--- config.mk ---
export PLATFORM = sky130hd
export DESIGN_NAME = plti_div_cell
export DESIGN_NICKNAME = d
export VERILOG_FILES = /design/src/hw/rtl/plti_pkg.sv /design/src/hw/rtl/plti_div_cell.sv
export SDC_FILE = /design/constraint.sdc
export NUM_CORES = 1
export LEC_CHECK = 0
export BUFFER_PORTS_ARGS = -buffer_cell sky130_fd_sc_hd__buf_2
export CAP_MARGIN = 10
export CORE_UTILIZATION = 35
export DETAILED_ROUTE_END_ITERATION = 6
export PLACE_DENSITY_LB_ADDON = 0.25
export RECOVER_POWER = 100
export SYNTH_ARGS = -nofsm -noshare
export SYNTH_HDL_FRONTEND = slang
export SYNTH_SLANG_ARGS = --single-unit
--- constraint.sdc ---
create_clock -name clk -period 3.4 [get_ports clk]
set_input_delay 0.51 -clock clk [delete_from_list [all_inputs] [get_ports clk]]
set_output_delay 0.51 -clock clk [all_outputs]
set_load 0.02 [all_outputs]
--- src/hw/rtl/plti_pkg.sv ---
// Shared constants and types for the pixel log transform and inverse block.
// No dependencies; every other file in hw/rtl except plti_norm_cell uses this package.
package plti_pkg;

  localparam int DATA_WIDTH_DEF = 32;
  localparam int FRAC_BITS_DEF  = 16;

  // Internal fraction bits of the log and exp datapaths.
  localparam int IP = 30;

  // Long division: integer quotient bits, then IP fraction bits.
  localparam int INT_STEPS = 6;
  localparam int DIV_STEPS = INT_STEPS + IP;

  localparam int EXP_TERMS = 16;

  localparam logic [28:0] LOG10_2_I = 29'd323228497;
  localparam logic [31:0] LOG2_10_I = 32'd3566893132;
  localparam logic [29:0] LN2_I     = 30'd744261118;

  typedef enum logic [1:0] {
    ST_OK       = 2'd0,
    ST_BAD_NORM = 2'd1,
    ST_SAT      = 2'd2
  } status_t;

  typedef enum logic {
    CFG_INVERSE_MODE = 1'b0,
    CFG_NORM_FACTOR  = 1'b1
  } cfg_idx_t;

endpackage

--- src/hw/rtl/plti_div_cell.sv ---
// One restoring step of the |x| / norm long division; integer steps compare against a
// shifted divisor, fraction steps shift the remainder. Uses plti_pkg::DIV_STEPS.
module plti_div_cell #(
  parameter int RW       = 39,
  parameter bit SHIFT_IN = 1'b0,
  parameter int DSH      = 0
) (
  input  logic                           clk,
  input  logic                           en,
  input  logic [31:0]                    norm_i,
  input  logic [RW-1:0]                  r_i,
  input  logic [plti_pkg::DIV_STEPS-1:0] q_i,
  output logic [RW-1:0]                  r_o,
  output logic [plti_pkg::DIV_STEPS-1:0] q_o
);

  localparam int QW = plti_pkg::DIV_STEPS;

  logic [RW-1:0] r_s, d, r_r, r_nxt;
  logic [QW-1:0] q_r, q_nxt;
  logic          ge;

  always_comb begin
    r_s   = SHIFT_IN ? {r_i[RW-2:0], 1'b0} : r_i;
    d     = RW'(norm_i) << DSH;
    ge    = (r_s >= d);
    r_nxt = ge ? (r_s - d) : r_s;
    q_nxt = {q_i[QW-2:0], ge};
  end

  always_ff @(posedge clk) begin
    if (en) begin
      r_r <= r_nxt;
      q_r <= q_nxt;
    end
  end

  assign r_o = r_r;
  assign q_o = q_r;

endmodule

==> impl_metrics.json <==
{
  "p_leak_nw": 2.484,
  "rows": 42,
  "overflow": 0,
  "placedInstanceArea_um2": 5874,
  "worst_pin_slew_ns": 1.843,
  "crit_buf_inv": 3,
  "ys_warn_count": 0,
  "fin_setup_tns_ns": 0,
  "p_sw_share_pct": 29.78,
  "setup_viol_count_final": 0,
  "wl_per_cell_um": 14.44,
  "synth_seq_cells": 75,
  "synthArstFlopShare_pct": 0,
  "slew_headroom_pct": -22.89,
  "final_cells": 837,
  "syn2layout_area_growth_pct": 28.50,
  "synth_ff_type": "edfxtp_1",
  "power.density_nw_per_um2": 487.1,
  "synthCells": 472,
  "ys_seq_area_share_pct": 47.67,
  "die_h_um": 118.2,
  "post-cts-setup-buffers": 0,
  "crit_family": "compound AO/OA/AOI/OAI gates",
  "path_clk_slew_ns": 0.06,
  "arrival_ns": 3.23,
  "hp-class": "primary input to register",
  "final_area_um2": 6071,
  "grtUsageTotal_pct": 17.72,
  "hold_viol": 0,
  "syn_area_um2": 4725,
  "dr.pass1.iters": 4,
  "grt_pass1_vias": 4061,
  "cpMostUsedCell": "inv_1",
  "syn_avg_cell_area_um2": 10.01,
  "crit_fanout": 3,
  "drtIter0Drc": 197,
  "hold_end": "q_o[19]$_DFFE_PP_",
  "p_switching_mw": 0.8808,
  "drive_gt1_share_pct": 21.03,
  "cts_buffers": 9,
  "grt_first_pass_wirelength_mm": 19.60,
  "clockRootBuffer": "clkbuf_16",
  "cts_buffer_depth": 2,
  "power_frac_seq_pct": 40.1,
  "pwr-share-comb_pct": 25.2,
  "dp.cells": 821,
  "drc": 0,
  "hold_path_depth": 1,
  "worstSetupPathType": "primary input to register",
  "wl_mm": 12.08,
  "ant_nets": 0,
  "endpoint_kind": "register",
  "max_cap_violations": 1,
  "fin_crit_ns": 3.149,
  "fin_nets": 798,
  "fin_crit_sh_pct": 92.61,
  "violations": "capacitance limit, slew limit",
  "dp_hpwl_mm": 9.424,
  "grt_antenna_before_repair": 0,
  "cts_hold_buf": 0,
  "hold_start": "q_i[18]",
  "startpoint_type": "primary input",
  "cts-resized-gates": 0,
  "synth_edf_count": 75,
  "ir_drop_mv": 0.1885,
  "yosysUniqueCellTypes": 59,
  "io_buffers": 182,
  "crit_required_ns": 3.49,
  "core_area_um2": 13190,
  "die-area_um2": 13970,
  "io-pin-count": 184,
  "slew_violations": 76,
  "synth_nets": 614,
  "gp_congestion": 0.8099,
  "pwr-share-clk_pct": 34.7,
  "fmax_ghz": 0.3176,
  "dp_slack_ns": -0.02571,
  "vias_per_cell": 4.952,
  "grt_max_degree": 76,
  "rsz0062_at_grt": "no",
  "die_w_um": 118.2,
  "internal_power_mw": 2.076,
  "crit_chain": "clkbuf_1 -> inv_1 -> ha_1 -> inv_1 -> fa_1 -> a211oi_1 -> o311a_1 -> o41a_1 -> and2_0 -> o21ai_1 -> a31oi_1 -> o211ai_1 -> xnor2_1",
  "initial_utilization_pct": 35.82,
  "vias": 4145,
  "cts_tree": "built",
  "outcome": "finished, violations left",
  "cts_htree_levels": 3,
  "finalWorstSetupSlack_ns": 0.2512,
  "max_stage_delay_ns": 0.39,
  "n_antenna_cell": 0,
  "cpMaxStageDelayCell": "a31oi_1",
  "fin_util_pct": 46.03,
  "cts.sinks": 75
}
[kinds of logic (layout without fill, tap and decap cells)]
family | Yosys count | in the layout | share of synthesized area (%)
adder cells (fa/ha/maj) | 33 | 33 | 8.898
multiplexers | 1 | 1 | 0.2383
flip-flops | 75 | 75 | 47.67
buffers and inverters | 56 | 245 | 4.767
AO/OA/AOI/OAI | 138 | 138 | 18.14
XOR/XNOR | 34 | 34 | 6.303
AND/OR/NAND/NOR | 135 | 135 | 13.98
[placed cells by master, fill, tap and decap left out, types with 3 or more instances in the layout]
master	count
nand2b_1	6
ha_1	32
nand4_1	6
o21bai_1	3
nor2b_1	4
a21o_1	11
nor3_1	7
buf_2	105
xor2_1	19
edfxtp_1	75
buf_4	9
a21oi_1	35
xnor2_1	15
o21ai_0	45
nand2_1	60
nand3b_1	4
nor2_1	20
nand3_1	11
o21a_1	3
a211oi_1	5
o21ai_1	6
a21boi_0	3
inv_1	36
clkbuf_1	78
clkbuf_16	9
[Yosys cell counts, types with 3 or more instances]
master	count	area [um2]
edfxtp_1	75	2252
nand2_1	60	225.2
inv_1	36	135.1
a21oi_1	35	175.2
o21ai_1	34	170.2
ha_1	32	400.4
nor2_1	20	75.07
xor2_1	19	166.4
o21ai_0	16	80.08
xnor2_1	15	131.4
buf_2	12	60.06
a21o_1	11	82.58
nand3_1	11	55.05
clkbuf_1	7	26.28
nand2b_1	6	37.54
nand4_1	6	37.54
nor3_1	6	30.03
a211oi_1	5	37.54
nand3b_1	4	30.03
nor2b_1	4	25.02
a21boi_0	3	22.52
a31oi_1	3	18.77
and2_1	3	18.77
o21a_1	3	22.52
o21bai_1	3	22.52
[final cells by class]
| type | instances | area (um2) |
|---|---|---|
| Clock buffer | 11 | 232.7 |
| Clock inverter | 5 | 85.08 |
| Sequential cell | 75 | 2252 |
| Fill cell | 1334 | 7119 |
| Inverter | 37 | 138.9 |
| Tap cell | 176 | 220.2 |
| Timing Repair Buffer | 192 | 903.4 |
| Multi-Input combinational cell | 341 | 2238 |
[sequential cells by signal (all words and copies together) (netlist names)]
register	cells
q_o	36
r_o	39
[stage by stage]
stage	power, mW	hold WS [ns]
floorplan	1.705	0.6089
global placement	1.977	0.6873
detailed placement	1.987	0.6886
CTS	3.030	0.3297
global route	3.106	0.3270
finish	2.957	0.3441
[power by group through the flow]
stage	Combinational (mW)	Sequential, mW	Clock [mW]
after global routing	0.825	1.20	1.08
after floorplan	0.358	1.35	0
final	0.746	1.19	1.02
after detailed placement	0.788	1.20	0
after global placement	0.778	1.20	0
after CTS	0.792	1.18	1.06
[per-layer routing]
layer | wire, um | share of wire, % | vias up | track usage [%]
met1 | 5554 | 46 | 1896 | 22.40
met4 | 152 | 1.3 | 0 | 5.288
met5 | 0 | 0 | - | 0
met3 | 705 | 5.8 | 12 | 4.199
li1 | - | - | 2092 | -
met2 | 5671 | 47 | 145 | 29.93
[worst max path at each step]
stage	from	to	slack (ns)	depth (start not counted)
2_1_floorplan	r_i[0]	r_o[36]$_DFFE_PP_	0.43	12
3_3_place_gp	r_i[0]	r_o[36]$_DFFE_PP_	-0.01	14
3_5_place_dp	r_i[0]	r_o[34]$_DFFE_PP_	-0.03	14
4_1_cts	r_i[0]	r_o[34]$_DFFE_PP_	0.31	14
5_1_grt	r_i[0]	r_o[38]$_DFFE_PP_	0.04	13
6_report	r_i[0]	r_o[38]$_DFFE_PP_	0.25	13
No activity file was read; power rests on OpenSTA's default activity.
