### src/hw/rtl/plti_pkg.sv
// Shared constants and types for the pixel log transform and inverse block.
// No dependencies; every other file in hw/rtl except plti_norm_cell uses this package.
package plti_pkg;

  localparam int DATA_WIDTH_DEF = 32;
  localparam int FRAC_BITS_DEF  = 16;

  // Internal fraction bits of the log and exp datapaths.
  localparam int IP = 30;

  // Long division: integer quotient bits, then IP fraction bits.
  localparam int INT_STEPS = 6;
  localparam int DIV_STEPS = INT_STEPS + IP;

  localparam int EXP_TERMS = 16;

  localparam logic [28:0] LOG10_2_I = 29'd323228497;
  localparam logic [31:0] LOG2_10_I = 32'd3566893132;
  localparam logic [29:0] LN2_I     = 30'd744261118;

  typedef enum logic [1:0] {
    ST_OK       = 2'd0,
    ST_BAD_NORM = 2'd1,
    ST_SAT      = 2'd2
  } status_t;

  typedef enum logic {
    CFG_INVERSE_MODE = 1'b0,
    CFG_NORM_FACTOR  = 1'b1
  } cfg_idx_t;

endpackage

### src/hw/rtl/plti_sqr_cell.sv
// One squaring round of the log2 fraction extraction: square the mantissa, renormalize,
// and shift in one result bit. Uses plti_pkg::IP.
module plti_sqr_cell (
  input  logic                    clk,
  input  logic                    en,
  input  logic [plti_pkg::IP:0]   m_i,
  input  logic [plti_pkg::IP-1:0] fr_i,
  output logic [plti_pkg::IP:0]   m_o,
  output logic [plti_pkg::IP-1:0] fr_o
);

  localparam int IP = plti_pkg::IP;

  logic [2*IP+1:0] sq;
  logic [IP+1:0]   m_sh;
  logic [IP:0]     m_r, m_nxt;
  logic [IP-1:0]   fr_r, fr_nxt;

  always_comb begin
    sq   = m_i * m_i;
    m_sh = sq[2*IP+1:IP];
    // mantissa reached [2,4): halve it and record a one
    if (m_sh[IP+1]) begin
      m_nxt = m_sh[IP+1:1];
    end else begin
      m_nxt = m_sh[IP:0];
    end
    fr_nxt = {fr_i[IP-2:0], m_sh[IP+1]};
  end

  always_ff @(posedge clk) begin
    if (en) begin
      m_r  <= m_nxt;
      fr_r <= fr_nxt;
    end
  end

  assign m_o  = m_r;
  assign fr_o = fr_r;

endmodule

### config.mk
export PLATFORM = sky130hd
export DESIGN_NAME = plti_sqr_cell
export DESIGN_NICKNAME = d
export VERILOG_FILES = /design/src/hw/rtl/plti_pkg.sv /design/src/hw/rtl/plti_sqr_cell.sv
export SDC_FILE = /design/constraint.sdc
export NUM_CORES = 2
export LEC_CHECK = 0
export BUFFER_PORTS_ARGS = -buffer_cell sky130_fd_sc_hd__buf_2
export CAP_MARGIN = 40
export CORE_MARGIN = 2
export CORE_UTILIZATION = 23
export DETAILED_ROUTE_END_ITERATION = 10
export GPL_TIMING_DRIVEN = 0
export PLACE_DENSITY = 0.41
export SYNTH_ARGS = -nofsm -noshare
export SYNTH_HDL_FRONTEND = slang
export SYNTH_SLANG_ARGS = --single-unit
### constraint.sdc
create_clock -name clk -period 10.8 [get_ports clk]
set_input_delay 1.08 -clock clk [delete_from_list [all_inputs] [get_ports clk]]
set_output_delay 1.08 -clock clk [all_outputs]
set_load 0.05 [all_outputs]
==> report_table.html <==
<table>
<tr><th>Metric</th><th>Value</th></tr>
<tr><th colspan="2">STA</th></tr>
<tr><td>Accumulated negative setup slack</td><td>0 ns</td></tr>
<tr><td>Minimum clock period</td><td>10.02 ns</td></tr>
<tr><td>Maximum achievable frequency</td><td>99.82 MHz</td></tr>
<tr><td>Final clock period utilization by the worst path</td><td>92.76%</td></tr>
<tr><td>RSZ-0062 raised after global routing</td><td>no</td></tr>
<tr><td>Worst Tran Pin Value</td><td>0.9559 ns</td></tr>
<tr><td>Slew headroom</td><td>36.27%</td></tr>
<tr><td>Final hold violation count</td><td>0</td></tr>
<tr><td>Setup-failing EPs final</td><td>0</td></tr>
<tr><td>Crit path setup slack, layout</td><td>0.7816 ns</td></tr>
<tr><td>Slew Viols, Final</td><td>0</td></tr>
<tr><th colspan="2">Logic synthesis</th></tr>
<tr><td>Ys Warns</td><td>0</td></tr>
<tr><td>Mean instance size in the synthesized netlist</td><td>9.757 um2</td></tr>
<tr><td>Post-synthesis cell count</td><td>3017</td></tr>
<tr><td>EDFF count, synth</td><td>61</td></tr>
<tr><td>Mapped cell area</td><td>29440 um2</td></tr>
<tr><td>Sequential fraction of the synthesis area</td><td>6.223%</td></tr>
<tr><td>Most instantiated flip-flop cell in the synthesis netlist</td><td>sky130_fd_sc_hd__edfxtp_1</td></tr>
<tr><td>Number of library cell types mapped by synthesis</td><td>65</td></tr>
<tr><td>Async set or reset register ratio after synthesis</td><td>0%</td></tr>
<tr><td>Post-synth net total</td><td>4096</td></tr>
<tr><td>Flops &amp; latches, synth</td><td>61</td></tr>
<tr><th colspan="2">Clocking</th></tr>
<tr><td>TritonCTS clock tree</td><td>built</td></tr>
<tr><td>Cts-stage hold buffer count</td><td>0</td></tr>
<tr><td>Clock tree sinks</td><td>61</td></tr>
<tr><td>Clock Tree Root</td><td>sky130_fd_sc_hd__clkbuf_16</td></tr>
<tr><td>Post-cts sizing count</td><td>0</td></tr>
<tr><td>CTS Buffer Depth</td><td>2</td></tr>
<tr><td>H-tree depth reported by CTS</td><td>3</td></tr>
<tr><td>Total clock buffers created by CTS</td><td>9</td></tr>
<tr><td>Setup Fix Bufs, Post-CTS</td><td>0</td></tr>
<tr><td>CTS clock-pin slew for the worst setup and hold paths</td><td>0.05 ns</td></tr>
<tr><th colspan="2">Routing</th></tr>
<tr><td>Final ANT Viol Nets</td><td>0</td></tr>
<tr><td>Number of search-and-repair iterations in the first detailed-routing pass</td><td>5</td></tr>
<tr><td>Wire length reported by the detailed router</td><td>100300 um</td></tr>
<tr><td>Routed len/inst</td><td>20.60 um</td></tr>
<tr><td>Residual DRC</td><td>0</td></tr>
<tr><td>Total vias in the final route</td><td>20428</td></tr>
<tr><td>Detailed router's first-iteration violation count</td><td>1055</td></tr>
<tr><td>Via/cell ratio</td><td>4.197</td></tr>
<tr><th colspan="2">GRT</th></tr>
<tr><td>Initial antenna violation count</td><td>8</td></tr>
<tr><td>Congestion Overflow GR</td><td>0</td></tr>
<tr><td>Pin count of the biggest net entering global routing</td><td>62</td></tr>
<tr><td>Global-route total usage across every layer</td><td>15.66%</td></tr>
<tr><td>Global-route wire length before repair</td><td>150200 um</td></tr>
<tr><td>Number of global-route vias before repair</td><td>22961</td></tr>
<tr><th colspan="2">Finish</th></tr>
<tr><td>Most common cell after layout, fill and taps aside</td><td>sky130_fd_sc_hd__inv_1</td></tr>
<tr><td>Area taken by flip-flops and latches</td><td>1832 um2</td></tr>
<tr><td>Net count, final</td><td>4278</td></tr>
<tr><td>Fraction of final layout cells sized beyond drive strength 1</td><td>8.115%</td></tr>
<tr><td>Commonest cells after routing, fill and taps aside</td><td>sky130_fd_sc_hd__inv_1 (911), sky130_fd_sc_hd__fa_1 (747), sky130_fd_sc_hd__nand2_1 (292)</td></tr>
<tr><td>Layout overhead on the synthesized area</td><td>12.59%</td></tr>
<tr><td>Multi-input logic area</td><td>23700 um2</td></tr>
<tr><td>Number of fillers in the final layout</td><td>13804</td></tr>
<tr><th colspan="2">Worst setup path</th></tr>
<tr><td>CP Class</td><td>in -&gt; reg</td></tr>
<tr><td>CP required</td><td>10.88 ns</td></tr>
<tr><td>Capturing element type of the critical path</td><td>flop</td></tr>
<tr><td>Crit Path Max Fanout</td><td>10</td></tr>
<tr><td>Startpoint type of the worst setup path</td><td>input port</td></tr>
<tr><td>Arrival time reported for the critical path endpoint</td><td>10.10 ns</td></tr>
<tr><th colspan="2">Floorplan</th></tr>
<tr><td>Die Span Y</td><td>361.8 um</td></tr>
<tr><td>Core region area</td><td>127400 um2</td></tr>
<tr><td>Die area</td><td>130900 um2</td></tr>
<tr><td>Number of primary I/O pins</td><td>124</td></tr>
<tr><td>Starting density of the core</td><td>23.11%</td></tr>
<tr><td>Floorplan die width</td><td>361.8 um</td></tr>
<tr><td>Row count</td><td>131</td></tr>
<tr><th colspan="2">Placement</th></tr>
<tr><td>RePlAce Congestion</td><td>0.9000</td></tr>
<tr><td>Count of buffers from port buffering</td><td>115</td></tr>
<tr><td>Detailed placement HPWL</td><td>89250 um</td></tr>
<tr><td>Worst-case setup slack after placement</td><td>0.5325 ns</td></tr>
<tr><th colspan="2">Flow run</th></tr>
<tr><td>Max Cap Violations</td><td>0</td></tr>
<tr><th colspan="2">Status</th></tr>
<tr><td>Run status</td><td>finished, final reports clean</td></tr>
<tr><th colspan="2">Min path</th></tr>
<tr><td>Type of the worst min-delay path</td><td>in -&gt; reg</td></tr>
</table>
==> synthesized netlist by cell type (6+ instances only) <==
cell                         n  area [um2]
sky130_fd_sc_hd__nor2b_1    11       68.82
sky130_fd_sc_hd__a21o_1     26       195.2
sky130_fd_sc_hd__nand3_1    13       65.06
sky130_fd_sc_hd__o21ai_2     6       52.55
sky130_fd_sc_hd__xor2_1     28       245.2
sky130_fd_sc_hd__nand2_1   292        1096
sky130_fd_sc_hd__nand2b_1    6       37.54
sky130_fd_sc_hd__buf_2       6       30.03
sky130_fd_sc_hd__clkbuf_1   98       367.9
sky130_fd_sc_hd__edfxtp_1   61        1832
sky130_fd_sc_hd__mux2i_1     6       60.06
sky130_fd_sc_hd__a21oi_1    66       330.3
sky130_fd_sc_hd__nand4_1    15       93.84
sky130_fd_sc_hd__nor2_1     54       202.7
sky130_fd_sc_hd__fa_1      747       14950
sky130_fd_sc_hd__nor3_1      7       35.03
sky130_fd_sc_hd__and3_1      8       50.05
sky130_fd_sc_hd__mux2_4     23       345.3
sky130_fd_sc_hd__xnor2_1    32       280.3
sky130_fd_sc_hd__ha_1      269        3366
sky130_fd_sc_hd__buf_6       7       78.83
sky130_fd_sc_hd__inv_1     911        3420
sky130_fd_sc_hd__a31oi_1    13       81.33
sky130_fd_sc_hd__and2_1    192        1201
sky130_fd_sc_hd__o21ai_0    44       220.2
==> area by class of cell <==
type / instances / share of cell area [%]
inverter: 912 / 10.33
clock buffer: 11 / 0.7022
buffer: 112 / 1.450
antenna: 1 / 0.007550
multi-input combinational: 1932 / 71.51
sequential: 61 / 5.527
clock inverter: 5 / 0.1548
timing repair buffer: 171 / 4.043
tap: 1662 / 6.274
==> routing by layer <==
| layer | global-route usage (%) | wire (um) | part of all wire (%) | vias up |
|---|---|---|---|---|
| li1 | - | - | - | 9165 |
| met1 | 21.19 | 43870 | 44 | 10680 |
| met2 | 26.37 | 48400 | 48 | 478 |
| met3 | 1.853 | 4809 | 4.8 | 103 |
| met4 | 4.240 | 3181 | 3.2 | 2 |
| met5 | 0 | 13 | 0.013 | - |
==> worst max-delay path: stages <==
cell,delay [ns]
sky130_fd_sc_hd__buf_2,0.25
sky130_fd_sc_hd__clkbuf_1,0.62
sky130_fd_sc_hd__clkbuf_1,0.69
sky130_fd_sc_hd__nand2_1,0.30
sky130_fd_sc_hd__inv_1,0.15
sky130_fd_sc_hd__fa_1,0.46
sky130_fd_sc_hd__fa_1,0.52
sky130_fd_sc_hd__fa_1,0.52
sky130_fd_sc_hd__inv_1,0.05
sky130_fd_sc_hd__fa_1,0.48
sky130_fd_sc_hd__inv_1,0.05
sky130_fd_sc_hd__fa_1,0.48
sky130_fd_sc_hd__fa_1,0.57
sky130_fd_sc_hd__fa_1,0.44
sky130_fd_sc_hd__fa_1,0.65
sky130_fd_sc_hd__ha_1,0.33
sky130_fd_sc_hd__a21oi_1,0.21
sky130_fd_sc_hd__o21ai_0,0.25
sky130_fd_sc_hd__a31oi_1,0.25
sky130_fd_sc_hd__nor3_1,0.07
sky130_fd_sc_hd__o21ai_0,0.29
sky130_fd_sc_hd__a21oi_1,0.14
sky130_fd_sc_hd__a311oi_2,0.57
sky130_fd_sc_hd__o21ai_0,0.19
sky130_fd_sc_hd__xor2_1,0.19
sky130_fd_sc_hd__mux2_4,0.29
==> registers in the layout, summed over array words and instances (netlist names) <==
register and count:
fr_o 30, m_o 31
==> stage by stage <==
| step | hold slack (ns) | cells | instance area (um2) | util (%) |
|---|---|---|---|---|
| 6_report | 0.9149 | 4867 | 33140 | 26.02 |
| 5_1_grt | 0.8946 | 4866 | 33140 | 26.02 |
| 4_1_cts | 0.8917 | 4866 | 33140 | 26.02 |
| 3_5_place_dp | 1.259 | 4850 | 32860 | 25.80 |
| 3_3_place_gp | 1.256 | 4794 | 32090 | 25.20 |
| 2_1_floorplan | 1.179 | 3017 | 29440 | - |
==> worst paths after layout <==
path / startpoint / end / cells after the start
max: m_i[4] / m_o[22]$_DFFE_PP_ / 26
min: fr_i[28] / fr_o[29]$_DFFE_PP_ / 1
==> cell families (layout without fill, tap and decap cells) <==
logic type / after synthesis / count (layout) / share of synthesized area (%)
and+or+nand+nor: 619 / 619 / 10.29
DFF: 61 / 61 / 6.223
AOI/OAI and AO/OA: 203 / 203 / 4.582
other: 0 / 1 / 0
buffers and inverters: 1024 / 1211 / 13.26
adders and majority gates: 1016 / 1016 / 62.23
muxes: 33 / 33 / 1.530
xor gates and xnor gates: 61 / 61 / 1.879
Power is not shown: default switching activity piles up to over one toggle a cycle in this logic, so the estimate is an artifact.
