--- config.mk ---
export PLATFORM = sky130hd
export DESIGN_NAME = plti_term_cell
export DESIGN_NICKNAME = d
export VERILOG_FILES = /design/src/hw/rtl/plti_pkg.sv /design/src/hw/rtl/plti_term_cell.sv
export SDC_FILE = /design/constraint.sdc
export NUM_CORES = 2
export LEC_CHECK = 0
export BUFFER_PORTS_ARGS = -buffer_cell sky130_fd_sc_hd__buf_2
export CELL_PAD_IN_SITES_DETAIL_PLACEMENT = 0
export CELL_PAD_IN_SITES_GLOBAL_PLACEMENT = 2
export CORE_ASPECT_RATIO = 0.7
export CORE_MARGIN = 4
export CORE_UTILIZATION = 44
export DETAILED_ROUTE_END_ITERATION = 8
export PLACE_DENSITY_LB_ADDON = 0.1
export SLEW_MARGIN = 10
export SYNTH_ARGS = -nofsm -noshare
export SYNTH_HDL_FRONTEND = slang
export SYNTH_SLANG_ARGS = --single-unit
--- constraint.sdc ---
create_clock -name clk -period 10.5 [get_ports clk]
set_clock_uncertainty 0.15 [all_clocks]
set_input_delay 1.05 -clock clk [delete_from_list [all_inputs] [get_ports clk]]
set_output_delay 1.05 -clock clk [all_outputs]
set_load 0.02 [all_outputs]
--- src/hw/rtl/plti_pkg.sv ---
// Shared constants and types for the pixel log transform and inverse block.
// No dependencies; every other file in hw/rtl except plti_norm_cell uses this package.
package plti_pkg;

  localparam int DATA_WIDTH_DEF = 32;
  localparam int FRAC_BITS_DEF  = 16;

  // Internal fraction bits of the log and exp datapaths.
  localparam int IP = 30;

  // Long division: integer quotient bits, then IP fraction bits.
  localparam int INT_STEPS = 6;
  localparam int DIV_STEPS = INT_STEPS + IP;

  localparam int EXP_TERMS = 16;

  localparam logic [28:0] LOG10_2_I = 29'd323228497;
  localparam logic [31:0] LOG2_10_I = 32'd3566893132;
  localparam logic [29:0] LN2_I     = 30'd744261118;

  typedef enum logic [1:0] {
    ST_OK       = 2'd0,
    ST_BAD_NORM = 2'd1,
    ST_SAT      = 2'd2
  } status_t;

  typedef enum logic {
    CFG_INVERSE_MODE = 1'b0,
    CFG_NORM_FACTOR  = 1'b1
  } cfg_idx_t;

endpackage

--- src/hw/rtl/plti_term_cell.sv ---
// One term of the exp series over three stages: term * g, divide by K through a
// reciprocal with one correction, then accumulate. Uses plti_pkg::IP.
module plti_term_cell #(
  parameter int K = 1
) (
  input  logic                    clk,
  input  logic                    en,
  input  logic [plti_pkg::IP-1:0] g_i,
  input  logic [plti_pkg::IP:0]   term_i,
  input  logic [plti_pkg::IP:0]   sum_i,
  output logic [plti_pkg::IP-1:0] g_o,
  output logic [plti_pkg::IP:0]   term_o,
  output logic [plti_pkg::IP:0]   sum_o
);

  localparam int IP = plti_pkg::IP;
  localparam logic [31:0] RECIP = 32'(64'hFFFFFFFF / K);
  localparam int KW = $clog2(K + 1);
  localparam logic [KW-1:0] KV = KW'(K);

  logic [2*IP:0]     prod_a;
  logic [IP+31:0]    prod_b;
  logic [IP-1:0]     qe, q;
  logic [IP+KW-1:0]  qk, rem;

  logic [IP-1:0]  a_p_r, a_g_r, b_p_r, b_g_r, c_g_r;
  logic [IP:0]    a_s_r, b_s_r, c_s_r, c_t_r;
  logic [IP+31:0] b_m_r;

  always_comb begin
    prod_a = term_i * g_i;
    prod_b = a_p_r * RECIP;
    qe     = b_m_r[IP+31:32];
    qk     = qe * KV;
    rem    = {{KW{1'b0}}, b_p_r} - qk;
    // reciprocal estimate is at most one low
    q      = qe + IP'(rem >= (IP+KW)'(KV));
  end

  always_ff @(posedge clk) begin
    if (en) begin
      a_p_r <= prod_a[2*IP-1:IP];
      a_g_r <= g_i;
      a_s_r <= sum_i;
      b_m_r <= prod_b;
      b_p_r <= a_p_r;
      b_g_r <= a_g_r;
      b_s_r <= a_s_r;
      c_t_r <= {1'b0, q};
      c_s_r <= b_s_r + {1'b0, q};
      c_g_r <= b_g_r;
    end
  end

  assign g_o    = c_g_r;
  assign term_o = c_t_r;
  assign sum_o  = c_s_r;

endmodule

==> impl_metrics.xml <==
<?xml version="1.0" encoding="UTF-8"?>
<metrics>
  <group name="floorplanning">
    <metric name="die_width" unit="µm">423</metric>
    <metric name="placement_rows" unit="">106</metric>
    <metric name="die_area" unit="µm²">126000</metric>
    <metric name="core_area" unit="µm²">120000</metric>
    <metric name="fp.dieH" unit="µm">299</metric>
    <metric name="top_level_i_o_count" unit="">186</metric>
    <metric name="floorplan.initialDensity" unit="%">44.4</metric>
  </group>
  <group name="layout">
    <metric name="drive_above_1_share" unit="%">5.90</metric>
    <metric name="final_nets" unit="">6920</metric>
    <metric name="area_growth" unit="%">7.11</metric>
  </group>
  <group name="clock_tree">
    <metric name="cts_buffer_depth" unit="">3</metric>
    <metric name="cts_buffers" unit="">36</metric>
    <metric name="post_cts_buffers" unit="">0</metric>
    <metric name="clockRootBuffer" unit="">sky130_fd_sc_hd__clkbuf_16</metric>
    <metric name="cts_tree" unit="">done</metric>
    <metric name="clkLatencyLatePin" unit="ps">610</metric>
    <metric name="post_cts.resized_instances" unit="">0</metric>
    <metric name="cts_htree_levels" unit="">2</metric>
    <metric name="numClockSinks" unit="">303</metric>
    <metric name="post_cts_hold_buffer_count" unit="">0</metric>
    <metric name="path_clk_slew" unit="ps">70</metric>
  </group>
  <group name="route">
    <metric name="drt-total-wl" unit="µm">149000</metric>
    <metric name="final_antenna_net_count" unit="">0</metric>
    <metric name="initialDrtViolationCount" unit="">2155</metric>
    <metric name="route.vias.total" unit="">34700</metric>
    <metric name="number_of_iterations_in_the_first_detailed_routing_pass" unit="">5</metric>
    <metric name="detail_route.wl_per_cell" unit="µm">21.8</metric>
    <metric name="drcViolationCount" unit="">0</metric>
    <metric name="route.detailed.vias_per_inst" unit="">5.07</metric>
  </group>
  <group name="grt">
    <metric name="grt.total_usage" unit="%">24.2</metric>
    <metric name="number_of_antenna_violations_at_the_first_check_in_global_routing" unit="">12</metric>
    <metric name="grt_overflow_total" unit="">0</metric>
    <metric name="grt_pass1_vias" unit="">36600</metric>
    <metric name="grt_pass1_wl" unit="µm">231000</metric>
    <metric name="maximum_number_of_pins_on_one_net_before_global_route_repair" unit="">176</metric>
  </group>
  <group name="placement">
    <metric name="post-dp-hpwl" unit="µm">119000</metric>
    <metric name="finalWeightedCongestion" unit="">0.847</metric>
    <metric name="io_buffers" unit="">184</metric>
  </group>
  <group name="logic_synthesis">
    <metric name="post_synthesis_sequential_element_count" unit="">303</metric>
    <metric name="synthArstFlopShare" unit="%">0</metric>
    <metric name="primary_ff_master_synth" unit="">sky130_fd_sc_hd__edfxtp_1</metric>
    <metric name="synth_fp_nets" unit="">6862</metric>
    <metric name="synthesis.area" unit="µm²">53100</metric>
    <metric name="synth-edff-count" unit="">303</metric>
    <metric name="postSynthCellCount" unit="">5138</metric>
    <metric name="avgSynthCellArea" unit="µm²">10.3</metric>
    <metric name="seq_area_frac_synth" unit="%">17.1</metric>
    <metric name="yosysWarningCount" unit="">0</metric>
    <metric name="synth_cell_type_count" unit="">77</metric>
  </group>
  <group name="worst_setup_path">
    <metric name="cp_data_required_time" unit="ps">10700</metric>
    <metric name="timing.critical_path.arrival" unit="ps">9630</metric>
    <metric name="timing.critical_path.from_type" unit="">flip-flop</metric>
    <metric name="path_max_fanout" unit="">6</metric>
    <metric name="setup.worst_path.end_class" unit="">flip-flop</metric>
    <metric name="setup.worst_path.class" unit="">flip-flop to flip-flop</metric>
  </group>
  <group name="sta">
    <metric name="finalCritPeriodShare" unit="%">89.8</metric>
    <metric name="max_clock_freq" unit="MHz">106</metric>
    <metric name="worst_slew_margin_rel" unit="%">29.1</metric>
    <metric name="final_tns_setup" unit="ps">0</metric>
    <metric name="rsz0062_at_grt" unit="">false</metric>
    <metric name="finalHoldViolations" unit="">0</metric>
    <metric name="setup_viol" unit="">0</metric>
    <metric name="max_transition_viols_final" unit="">0</metric>
    <metric name="worst_pin_slew" unit="ps">1060</metric>
    <metric name="period_minus_slack" unit="ps">9430</metric>
  </group>
  <group name="run_status">
    <metric name="run_status" unit="">finished clean</metric>
  </group>
  <group name="job">
    <metric name="cap_violations" unit="">0</metric>
  </group>
  <group name="hold_path">
    <metric name="holdCritPathClass" unit="">flip-flop to flip-flop</metric>
  </group>
</metrics>
[stage by stage]
step	cell area (µm²)	util, %	instances	hold slack, ps	setup slack, ps
2_1_floorplan	53100	-	5138	250	2230
3_3_place_gp	55600	46.4	6778	250	994
3_5_place_dp	55600	46.4	6778	255	975
4_1_cts	56800	47.5	6844	231	1140
5_1_grt	56800	47.5	6844	252	537
6_report	56900	47.5	6847	243	1070
[placed cells by master, fill, tap and decap left out, types with 72 or more instances in the layout]
cell,Yosys,final
sky130_fd_sc_hd__ha_1,550,550
sky130_fd_sc_hd__buf_2,5,183
sky130_fd_sc_hd__a21oi_1,116,116
sky130_fd_sc_hd__fa_1,1080,1080
sky130_fd_sc_hd__a21o_1,72,72
sky130_fd_sc_hd__nand2_1,581,581
sky130_fd_sc_hd__xnor2_1,96,96
sky130_fd_sc_hd__and2_1,441,441
sky130_fd_sc_hd__inv_1,1188,1188
sky130_fd_sc_hd__edfxtp_1,303,303
[cell usage after synthesis (3+ instances only)]
master                      count  area [µm²]
sky130_fd_sc_hd__a221oi_1       4        35.0
sky130_fd_sc_hd__o21ai_0       54         270
sky130_fd_sc_hd__inv_1       1188        4460
sky130_fd_sc_hd__o21a_1        20         150
sky130_fd_sc_hd__o22ai_1        3        18.8
sky130_fd_sc_hd__nor3b_1        4        30.0
sky130_fd_sc_hd__a2111oi_0      7        61.3
sky130_fd_sc_hd__a21o_1        72         541
sky130_fd_sc_hd__and2_1       441        2760
sky130_fd_sc_hd__nor3_1        30         150
sky130_fd_sc_hd__o31ai_1        3        22.5
sky130_fd_sc_hd__a211oi_1      15         113
sky130_fd_sc_hd__or2_2          3        18.8
sky130_fd_sc_hd__a211oi_2       4        50.1
sky130_fd_sc_hd__nand2_1      581        2180
sky130_fd_sc_hd__fa_1        1080       21600
sky130_fd_sc_hd__o21bai_1      19         143
sky130_fd_sc_hd__nand4_1       39         244
sky130_fd_sc_hd__o21ai_1        7        35.0
sky130_fd_sc_hd__o221ai_1       3        26.3
sky130_fd_sc_hd__mux2i_1        5        50.1
sky130_fd_sc_hd__nor2_1        71         267
sky130_fd_sc_hd__ha_1         550        6880
sky130_fd_sc_hd__nor2b_1       27         169
sky130_fd_sc_hd__xnor2_1       96         841
sky130_fd_sc_hd__a31oi_1       12        75.1
sky130_fd_sc_hd__and3_1        12        75.1
sky130_fd_sc_hd__a311o_1        3        30.0
sky130_fd_sc_hd__edfxtp_1     303        9100
sky130_fd_sc_hd__a21oi_1      116         581
sky130_fd_sc_hd__or3_1          8        50.1
sky130_fd_sc_hd__buf_2          5        25.0
sky130_fd_sc_hd__nor4_1         9        56.3
sky130_fd_sc_hd__and4_1         5        43.8
sky130_fd_sc_hd__a21boi_0       3        22.5
sky130_fd_sc_hd__a21oi_2        3        26.3
sky130_fd_sc_hd__xor2_1        37         324
sky130_fd_sc_hd__o211ai_1      10        75.1
sky130_fd_sc_hd__clkbuf_1     192         721
sky130_fd_sc_hd__nand2b_1      11        68.8
sky130_fd_sc_hd__a221o_1        3        30.0
sky130_fd_sc_hd__nand3_1       37         185
[sequential cells by signal, indices dropped and copies added (netlist names)]
signal and count:
g_o 30, b_s_r 31, b_m_r 30, b_p_r 30, a_g_r 30, b_g_r 30, term_o 30, sum_o 31
a_p_r 30, a_s_r 31
[kinds of logic after synthesis]
family	synth area share, %
flip-flops	17.1
other	0.00706
multiplexers	0.115
XOR/XNOR	2.19
buffers and inverters	9.83
AND/OR/NAND/NOR	12.0
AO/OA/AOI/OAI	5.01
adder cells (fa/ha/maj)	53.7
[worst max-delay path, cell delays in order (launching register included)]
cell	delay (ps)
sky130_fd_sc_hd__edfxtp_1	540
sky130_fd_sc_hd__inv_1	110
sky130_fd_sc_hd__fa_1	640
sky130_fd_sc_hd__inv_1	150
sky130_fd_sc_hd__fa_1	720
sky130_fd_sc_hd__fa_1	550
sky130_fd_sc_hd__fa_1	890
sky130_fd_sc_hd__inv_1	340
sky130_fd_sc_hd__fa_1	590
sky130_fd_sc_hd__inv_1	60
sky130_fd_sc_hd__fa_1	440
sky130_fd_sc_hd__fa_1	550
sky130_fd_sc_hd__fa_1	450
sky130_fd_sc_hd__ha_1	330
sky130_fd_sc_hd__a21oi_1	270
sky130_fd_sc_hd__o211ai_1	140
sky130_fd_sc_hd__a31oi_1	250
sky130_fd_sc_hd__nand2_1	100
sky130_fd_sc_hd__o21ai_1	290
sky130_fd_sc_hd__o21ai_1	230
sky130_fd_sc_hd__a2111oi_1	700
sky130_fd_sc_hd__a2bb2oi_1	370
sky130_fd_sc_hd__o21ai_1	130
sky130_fd_sc_hd__xor2_1	150
[metal layers]
| layer | part of all wire (%) | GRT usage, % | vias to the layer above |
|---|---|---|---|
| met5 | 0.18 | 1.48 | - |
| met4 | 1.1 | 3.01 | 2 |
| met3 | 7.2 | 4.72 | 95 |
| met2 | 40 | 33.5 | 943 |
| met1 | 51 | 39.6 | 17800 |
| li1 | - | - | 15800 |
[cell type report]
type | instances | area (µm²)
Sequential cell | 303 | 9100
Clock inverter | 27 | 378
Tap cell | 1620 | 2030
Clock buffer | 39 | 912
Inverter | 1188 | 4460
Antenna cell | 3 | 7.51
Multi-Input combinational cell | 3448 | 38800
Timing Repair Buffer | 219 | 1210
Fill cell | 11300 | 62800
[path summary, 6_finish.rpt]
kind | start | end | slack (ps) | cells past startpoint
max | a_p_r[4] | b_m_r[44] | 1070 | 23
max reg2reg | a_p_r[4] | b_m_r[44] | 1070 | 23
min | b_g_r[4] | g_o[4] | 240 | 0
min reg2reg | b_g_r[4] | g_o[4] | 240 | 0
Power is not shown: default switching activity piles up to over one toggle a cycle in this logic, so the estimate is an artifact.
