`src/hw/rtl/plti_norm_cell.sv`:
```
// One stage of the leading-zero normalizer: shift left by SH when the top SH bits are zero.
// Depends on nothing but its parameters.
module plti_norm_cell #(
  parameter int DW = 32,
  parameter int CW = 5,
  parameter int SH = 16
) (
  input  logic          clk,
  input  logic          en,
  input  logic [DW-1:0] w_i,
  input  logic [CW-1:0] cnt_i,
  output logic [DW-1:0] w_o,
  output logic [CW-1:0] cnt_o
);

  logic [DW-1:0] w_r, w_nxt;
  logic [CW-1:0] cnt_r, cnt_nxt;

  always_comb begin
    if (w_i[DW-1 -: SH] == '0) begin
      w_nxt   = w_i << SH;
      cnt_nxt = cnt_i + CW'(SH);
    end else begin
      w_nxt   = w_i;
      cnt_nxt = cnt_i;
    end
  end

  always_ff @(posedge clk) begin
    if (en) begin
      w_r   <= w_nxt;
      cnt_r <= cnt_nxt;
    end
  end

  assign w_o   = w_r;
  assign cnt_o = cnt_r;

endmodule

```
`config.mk`:
```
export PLATFORM = sky130hd
export DESIGN_NAME = plti_norm_cell
export DESIGN_NICKNAME = d
export VERILOG_FILES = /design/src/hw/rtl/plti_norm_cell.sv
export SDC_FILE = /design/constraint.sdc
export NUM_CORES = 1
export LEC_CHECK = 0
export BUFFER_PORTS_ARGS = -buffer_cell sky130_fd_sc_hd__buf_2
export CAP_MARGIN = 5
export CORE_UTILIZATION = 40
export CTS_BUF_LIST = sky130_fd_sc_hd__clkbuf_4 sky130_fd_sc_hd__clkbuf_8
export DETAILED_ROUTE_END_ITERATION = 8
export PLACE_DENSITY = 0.81
export SLEW_MARGIN = 30
export SYNTH_ARGS = -nofsm -noshare
export SYNTH_HDL_FRONTEND = slang
export SYNTH_SLANG_ARGS = --single-unit
```
`constraint.sdc`:
```
create_clock -name clk -period 1.7 [get_ports clk]
set_input_delay 0.17 -clock clk [delete_from_list [all_inputs] [get_ports clk]]
set_output_delay 0.17 -clock clk [all_outputs]
set_load 0.01 [all_outputs]
```
==> results.yml, run 1 <==
outcome:
  status: "finished clean"
global_route:
  grt.overflow.total: 0
  grt_max_degree: 38
  antenna_found_initial: 0
  grt_usage: 0.163
  grt_pass1_wl_um: 4110
  grt_pass1_vias: 940
pwr:
  leakagePower_nw: 0.897
  p_switching_mw: 0.422
  internal-power_mw: 1.35
  power-per-cell-area_mw_per_mm2: 902
  pwr-share-comb: 0.125
  finalPower_mw: 1.77
  netSwitchingFraction: 0.238
  p_seq_frac: 0.621
  ir_drop_mv: 0.591
  clkPwrFrac: 0.254
clocking:
  cts.sinks: 37
  cts-root-buf: "clkbuf_4"
  cts_buffers: 5
  cts_max_path_buffers: 2
  cts_resized: 0
  clk_pin_slew_ps: 110
  htree_levels: 2
  cts_tree: "yes"
route:
  wl_per_cell_um: 13.3
  first_pass_iters: 3
  wl_um: 2850
  ant_nets: 0
  drt_drc_violations_left: 0
  drtIter0Drc: 14
  viasPerCell: 4.59
  vias: 982
floorplan:
  dieArea_mm2: 0.00381
  core_area_mm2: 0.00336
  die_x_um: 61.7
  pin_count: 76
  die_y_um: 61.7
  num_rows: 21
  initial_core_util: 0.424
timing:
  setup_violations: 0
  slew_headroom: 0.696
  tns_ps: 0
  final_max_slew_viol_count: 0
  rsz0062_at_grt: "false"
  fmax_mhz: 855
  period_needed_ps: 1170
  final_hold_viol_count: 0
  min_period_over_period: 0.688
  tightestPinTransition_ps: 456
synth:
  syn_nets: 118
  syn_avg_cell_area_um2: 18.0
  synth_common_cells: "edfxtp_1 (37), a21o_1 (15), and2_1 (7), and2_2 (7), nor4_1 (4)"
  yosys.area.top_type: "edfxtp_1"
  synth_edf_count: 37
  synth_seq_cells: 37
  seq_area_frac_synth: 0.780
  synth_top_area_share: 0.780
  synth_ff_type: "edfxtp_1"
  synthCells: 79
  synth_area_leaders: "edfxtp_1 (78%), a21o_1 (7.9%), and2_2 (3.7%), and2_1 (3.1%), nor4_1 (1.8%)"
  yosysMostFrequentCell: "edfxtp_1"
  ys_warn_count: 0
  synth_area_mm2: 0.00143
  synthArstFlopShare: 0
  ys_types: 12
placement:
  io_buffers: 75
  place_area_mm2: 0.00187
  dp_cells: 202
  gp_congestion: 0.769
cells_and_area:
  final_cells: 214
  antenna_cells: 0
  syn2layout_area_growth_pct: 37.6
  final_nets: 206
  drive_gt1_frac: 0.583
  design_area_mm2: 0.00196
worst_hold_path:
  min-delay-start: "w_i[18]"
  hp-class: "input pin to flip-flop"
  min_delay_path_depth: 2
  hold_end: "w_o[18]"
worst_setup_path:
  cp-end-kind: "flip-flop"
  crit_path_max_fanout: 9
  required_ps: 1820
  critPathKind: "input pin to flip-flop"
  cp-start-kind: "input pin"
  worst-endpoint-arrival_ps: 1290
run:
  cap_violations: 0
[how the worst max path moves through the flow]
stage	start	endpoint	slack (ps)	depth (start not counted)
after global routing	w_i[26]	w_o[10]	410	5
after floorplan	w_i[28]	w_o[0]	420	4
after CTS	w_i[28]	w_o[8]	540	5
after global placement	w_i[28]	w_o[10]	120	5
final	w_i[28]	w_o[10]	530	5
after detailed placement	w_i[28]	w_o[8]	160	5
[cell usage in the layout, fill, tap and decap left out]
master | synthesis | routed
clkinv_2 | 0 | 2
buf_4 | 1 | 5
buf_2 | 0 | 75
clkbuf_4 | 0 | 5
and2_1 | 7 | 7
a21o_2 | 1 | 1
clkinvlp_4 | 0 | 1
nor4_1 | 4 | 4
and2_2 | 7 | 7
edfxtp_1 | 37 | 37
and2_4 | 2 | 2
xnor2_1 | 1 | 1
a21o_1 | 15 | 15
and4_1 | 1 | 1
nand4_1 | 1 | 1
dlygate4sd3_1 | 0 | 4
[layer usage]
layer  GRT usage  routed length [um]  up-vias  share of wire
met5           0                   0        -              0
met4       0.105                  70        0          0.025
met3      0.0642                 253        8          0.089
met2       0.275                1480       44           0.52
met1       0.169                1050      453           0.37
li1            -                   -      477              -
[flip-flops by register name (all words and copies together), names as in the netlist]
signal and cells:
cnt_o 5, w_o 32
[cells by family (layout without fill, tap and decap cells)]
logic type                count (synthesis)  after routing  share of synthesized area
buffers and inverters                     3             92                     0.0211
and+or+nand+nor                          22             22                      0.108
AOI/OAI and AO/OA                        16             16                     0.0852
DFF                                      37             37                      0.780
xor gates and xnor gates                  1              1                    0.00615
[area by class of cell]
class | count | area (um2)
well taps | 46 | 57.6
fillers | 306 | 1400
flip-flops and latches | 37 | 1110
clock inverters | 3 | 17.5
multi-input cells | 39 | 284
clock buffers | 5 | 37.5
repair buffers | 84 | 453
[worst max-delay path: stages]
cell and delay, ps:
buf_2 110, nor4_1 430, nand4_1 190, buf_4 210, and2_2 180
[power by group through the flow]
stage | Combinational, mW | Sequential, mW | Clock, mW
after floorplan | 0.0327 | 1.16 | 0
after global placement | 0.210 | 1.12 | 0
after detailed placement | 0.216 | 1.12 | 0
after CTS | 0.223 | 1.10 | 0.460
after global routing | 0.243 | 1.11 | 0.498
final | 0.221 | 1.10 | 0.449
[repair_timing]
action                                 CTS  global route
hold buffers                             4             0
buffers inserted                         0             0
endpoints found under the hold margin    4             0
[stage by stage]
step	setup slack, ps	hold slack (ps)	utilization
global placement	124	346	0.555
detailed placement	163	348	0.555
finish	530	83.2	0.583
floorplan	418	269	-
global route	411	71.0	0.583
CTS	535	73.6	0.583
Note: power is estimated with default switching activity, not from simulation.
==> run 2: changes to the inputs <==
Clock period 1.7 ns to 1.1 ns, I/O delays scaled along.
==> results.yml, run 2 (synthesis gave the netlist of run 1 again) <==
cells_and_area:
  largest_reg_flops: 32
  antenna_cells: 0
  final_nets: 214
  drive_gt1_frac: 0.617
  nFillCells: 285
  syn2layout_area_growth_pct: 45.6
  design_area_mm2: 0.00207
  final_common_cell: "buf_2"
  mostFrequentLayoutCells: "buf_2 (75), edfxtp_1 (37), a21o_1 (15)"
outcome:
  status: "finished clean"
global_route:
  grt_pass1_vias: 1009
  grt_pass1_wl_um: 4410
  grt_usage: 0.172
  antenna_found_initial: 0
  grt_max_degree: 21
  grt.overflow.total: 0
timing:
  rsz0062_at_grt: "false"
  min_period_over_period: 0.896
  final_max_slew_viol_count: 0
  tightestPinTransition_ps: 256
  slew_headroom: 0.830
  fmax_mhz: 1020
  tns_ps: 0
  period_needed_ps: 985
  setup_violations: 0
  final_hold_viol_count: 0
worst_hold_path:
  hp-class: "input pin to flip-flop"
  min-delay-start: "w_i[6]"
floorplan:
  initial_core_util: 0.424
  num_rows: 21
  die_y_um: 61.7
  pin_count: 76
  die_x_um: 61.7
  core_area_mm2: 0.00336
  dieArea_mm2: 0.00381
route:
  vias: 1048
  ant_nets: 0
  viasPerCell: 4.74
  first_pass_iters: 4
  wl_per_cell_um: 14.4
  drt_drc_violations_left: 0
  drtIter0Drc: 39
  wl_um: 3170
placement:
  io_buffers: 75
  gp_congestion: 0.774
  dp_hpwl_um: 2510
  place_area_mm2: 0.00199
run:
  cap_violations: 0
pwr:
  leakagePower_nw: 0.942
  ir_drop_mv: 0.786
  power-per-cell-area_mw_per_mm2: 1320
clocking:
  cts_max_path_buffers: 2
  cts_buffers: 5
  clk_pin_slew_ps: 100
  htree_levels: 2
  cts_tree: "yes"
  cts_setup_buffers: 0
  cts-root-buf: "clkbuf_4"
  cts_resized: 0
  cts.sinks: 37
worst_setup_path:
  crit_chain: "buf_2 -> nor4_4 -> nand4_1 -> buf_4 -> and2_2"
  critPathBufInv: 2
  cp_top_family: "simple AND/OR/NAND/NOR gates"
  cp_num_cells: 5
  required_ps: 1190
  cp-start-kind: "input pin"
  critPathKind: "input pin to flip-flop"
  cp-endpoint: "w_o[15]"
  crit_slowest_cell: "nor4_4"
  crit_path_max_fanout: 11
  critPathMaxStageDelay_ps: 300
  worst-endpoint-arrival_ps: 1080
  cp-end-kind: "flip-flop"
  startpoint: "w_i[17]"
run 2: cell types whose count changed in the layout (fill, tap and decap cells not counted), moves of 2 or more:
| cell | previous run | this run |
|---|---|---|
| clkinv_2 | 2 | 0 |
| buf_4 | 5 | 13 |
| nor4_1 | 4 | 0 |
| nor4_4 | 0 | 4 |
run 2: timing repair:
action / 4_1_cts / 5_1_grt
hold endpoints to repair: 4 / 0
endpoints found under the setup margin: 0 / 0
hold buffers: 4 / 0
run 2: metal layers:
layer | vias up | global-route usage | part of all wire | wire (um)
li1 | 493 | - | - | -
met1 | 501 | 0.185 | 0.37 | 1170
met2 | 49 | 0.306 | 0.56 | 1760
met3 | 5 | 0.0766 | 0.069 | 218
met4 | 0 | 0.0476 | 0.0063 | 20
met5 | - | 0 | 0 | 0
run 2: worst min path at each step:
stage / to / slack [ps] / depth (start not counted)
after floorplan: cnt_o[0] / 210 / 0
after global placement: cnt_o[3] / 290 / 1
after detailed placement: cnt_o[1] / 290 / 1
after CTS: w_o[29] / 50 / 2
after global routing: w_o[29] / 40 / 2
final: w_o[22] / 60 / 2
run 2: layout make-up:
cell class,count,area [um2],share of cell area
Sequential cell,37,1110,0.536
Timing Repair Buffer,92,513,0.247
Multi-Input combinational cell,39,344,0.166
Tap cell,46,57.6,0.0277
Clock buffer,6,45.0,0.0217
Clock inverter,1,3.75,0.00181
run 2: stage by stage:
| step | total power [mW] | worst slack (ps) | util | instances | hold slack (ps) |
|---|---|---|---|---|---|
| floorplan | 1.85 | -44.7 | - | 79 | 209 |
| global placement | 2.10 | -189 | 0.590 | 210 | 292 |
| detailed placement | 2.11 | -235 | 0.590 | 210 | 290 |
| CTS | 2.76 | 93.4 | 0.617 | 221 | 48.9 |
| global route | 2.87 | 58.8 | 0.617 | 221 | 37.8 |
| finish | 2.74 | 115 | 0.617 | 221 | 59.6 |
run 2: where the power goes:
group / total, mW / internal [mW] / switching (mW)
Combinational: 0.387 / 0.190 / 0.198
Sequential: 1.70 / 1.67 / 0.0283
Clock: 0.649 / 0.257 / 0.392
Total: 2.74 / 2.12 / 0.618
==> run 3: changes to the inputs <==
Settings changed: PLACE_DENSITY 0.81 to 0.73.
Clock period 1.1 ns to 0.85 ns, I/O delays scaled along.
==> results.yml, run 3 (synthesis gave the netlist of run 1 again) <==
clocking:
  cts_setup_buffers: 0
  cts_max_path_buffers: 2
  cts-root-buf: "clkbuf_4"
  htree_levels: 2
  cts_tree: "yes"
  cts_buffers: 5
  cts.sinks: 37
  clk_pin_slew_ps: 120
worst_setup_path:
  crit_path_max_fanout: 1
  critPathKind: "flip-flop to output pin"
  crit_chain: "buf_2"
  cp_top_family: "flip-flops"
  crit_slowest_cell: "edfxtp_1"
  required_ps: 760
  cp-start-kind: "flip-flop"
  critPathBufInv: 1
  worst-endpoint-arrival_ps: 890
  cp-end-kind: "output pin"
  critPathMaxStageDelay_ps: 390
route:
  vias: 1059
  drt_drc_violations_left: 0
  drtIter0Drc: 15
  wl_met3_um: 218
  first_pass_iters: 4
  ant_nets: 0
  wl_met1_um: 1250
  viasPerCell: 4.71
  routed.top_layer: "met4"
  wl_met2_um: 1690
  wl_um: 3220
  wl_per_cell_um: 14.3
placement:
  io_buffers: 75
  gp_congestion: 0.672
  dp_cells: 209
  place_ws_ps: -451
  dp_hpwl_um: 2310
pwr:
  ir_drop_mv: 1.43
  power-per-cell-area_mw_per_mm2: 1870
  p_seq_frac: 0.515
  pwr-share-comb: 0.134
  clkPwrFrac: 0.351
  leakagePower_nw: 1.05
  internal-power_mw: 3.38
  p_switching_mw: 0.883
  netSwitchingFraction: 0.207
global_route:
  grt_pass1_vias: 985
  grt.overflow.total: 0
  grt_usage: 0.179
  antenna_found_initial: 0
  grt_max_degree: 23
  grt_pass1_wl_um: 4530
timing:
  period_needed_ps: 972
  final_max_slew_viol_count: 0
  slew_headroom: 0.828
  tightestPinTransition_ps: 256
  setup_violations: 54
  setup_slack_ps: -122
  final_hold_viol_count: 0
  fin_hold_ws_ps: 28.0
  rsz0062_at_grt: "true"
  min_period_over_period: 1.14
  fmax_mhz: 1030
outcome:
  status: "finished, violations left"
  violations: "setup timing"
cells_and_area:
  mostFrequentLayoutCells: "buf_2 (69), edfxtp_1 (37), and2_4 (16)"
  final_cells: 225
  antenna_cells: 0
  final_common_cell: "buf_2"
  syn2layout_area_growth_pct: 59.7
  drive_gt1_frac: 0.665
  largest_reg_flops: 32
  utilization: 0.677
  final_nets: 217
floorplan:
  die_x_um: 61.7
  num_rows: 21
  die_y_um: 61.7
  dieArea_mm2: 0.00381
  pin_count: 76
  core_area_mm2: 0.00336
  initial_core_util: 0.424
worst_hold_path:
  hp-class: "input pin to flip-flop"
run:
  cap_violations: 0
run 3: changes by cell type in the layout (fill, tap and decap cells not counted), moves of 2 or more:
| cell | change |
|---|---|
| and2_1 | -7 |
| and2_2 | -7 |
| and2_4 | +14 |
| buf_12 | +2 |
| buf_2 | -6 |
| buf_4 | -5 |
| buf_6 | +7 |
| buf_8 | +2 |
| bufinv_16 | +2 |
| dlygate4sd3_1 | +3 |
run 3: power groups by stage:
stage	registers [mW]	clock network (mW)	logic, mW
after global routing	2.21	1.59	0.617
final	2.20	1.50	0.571
after global placement	2.24	0	0.488
after floorplan	2.32	0	0.0727
after CTS	2.20	1.52	0.556
after detailed placement	2.24	0	0.496
run 3: metal layers:
layer  GRT usage  up-vias
met2       0.292       46
met4      0.0762        0
met1       0.213      503
li1            -      502
met5           0        -
met3      0.0663        8
run 3: worst paths after layout:
kind | start | endpoint | slack (ps) | cells past startpoint
max | w_o[11] | w_o[11] | -120 | 1
min | w_i[4] | w_o[20] | 30 | 2
run 3: area by class of cell:
| class | count | area (um2) |
|---|---|---|
| clock buffer | 5 | 37.5 |
| tap | 46 | 57.6 |
| multi-input combinational | 39 | 380 |
| timing repair buffer | 95 | 624 |
| fill | 275 | 1090 |
| clock inverter | 3 | 65.1 |
| sequential | 37 | 1110 |
run 3: repair_timing:
| item | 4_1_cts | 5_1_grt |
|---|---|---|
| gates cloned | 1 | 0 |
| hold buffers | 6 | 1 |
| endpoints found under the setup margin | 59 | 58 |
| pin swaps | 12 | 4 |
| gates resized for setup | 25 | 9 |
| hold endpoints to repair | 6 | 1 |
run 3: stage by stage:
| step | power (mW) | setup TNS [ps] | area [um2] |
|---|---|---|---|
| after floorplan | 2.40 | -6050 | 1490 |
| after global placement | 2.72 | -12840 | 2000 |
| after detailed placement | 2.74 | -12680 | 2000 |
| after CTS | 4.27 | -5260 | 2230 |
| after global routing | 4.42 | -7100 | 2280 |
| final | 4.27 | -4860 | 2280 |
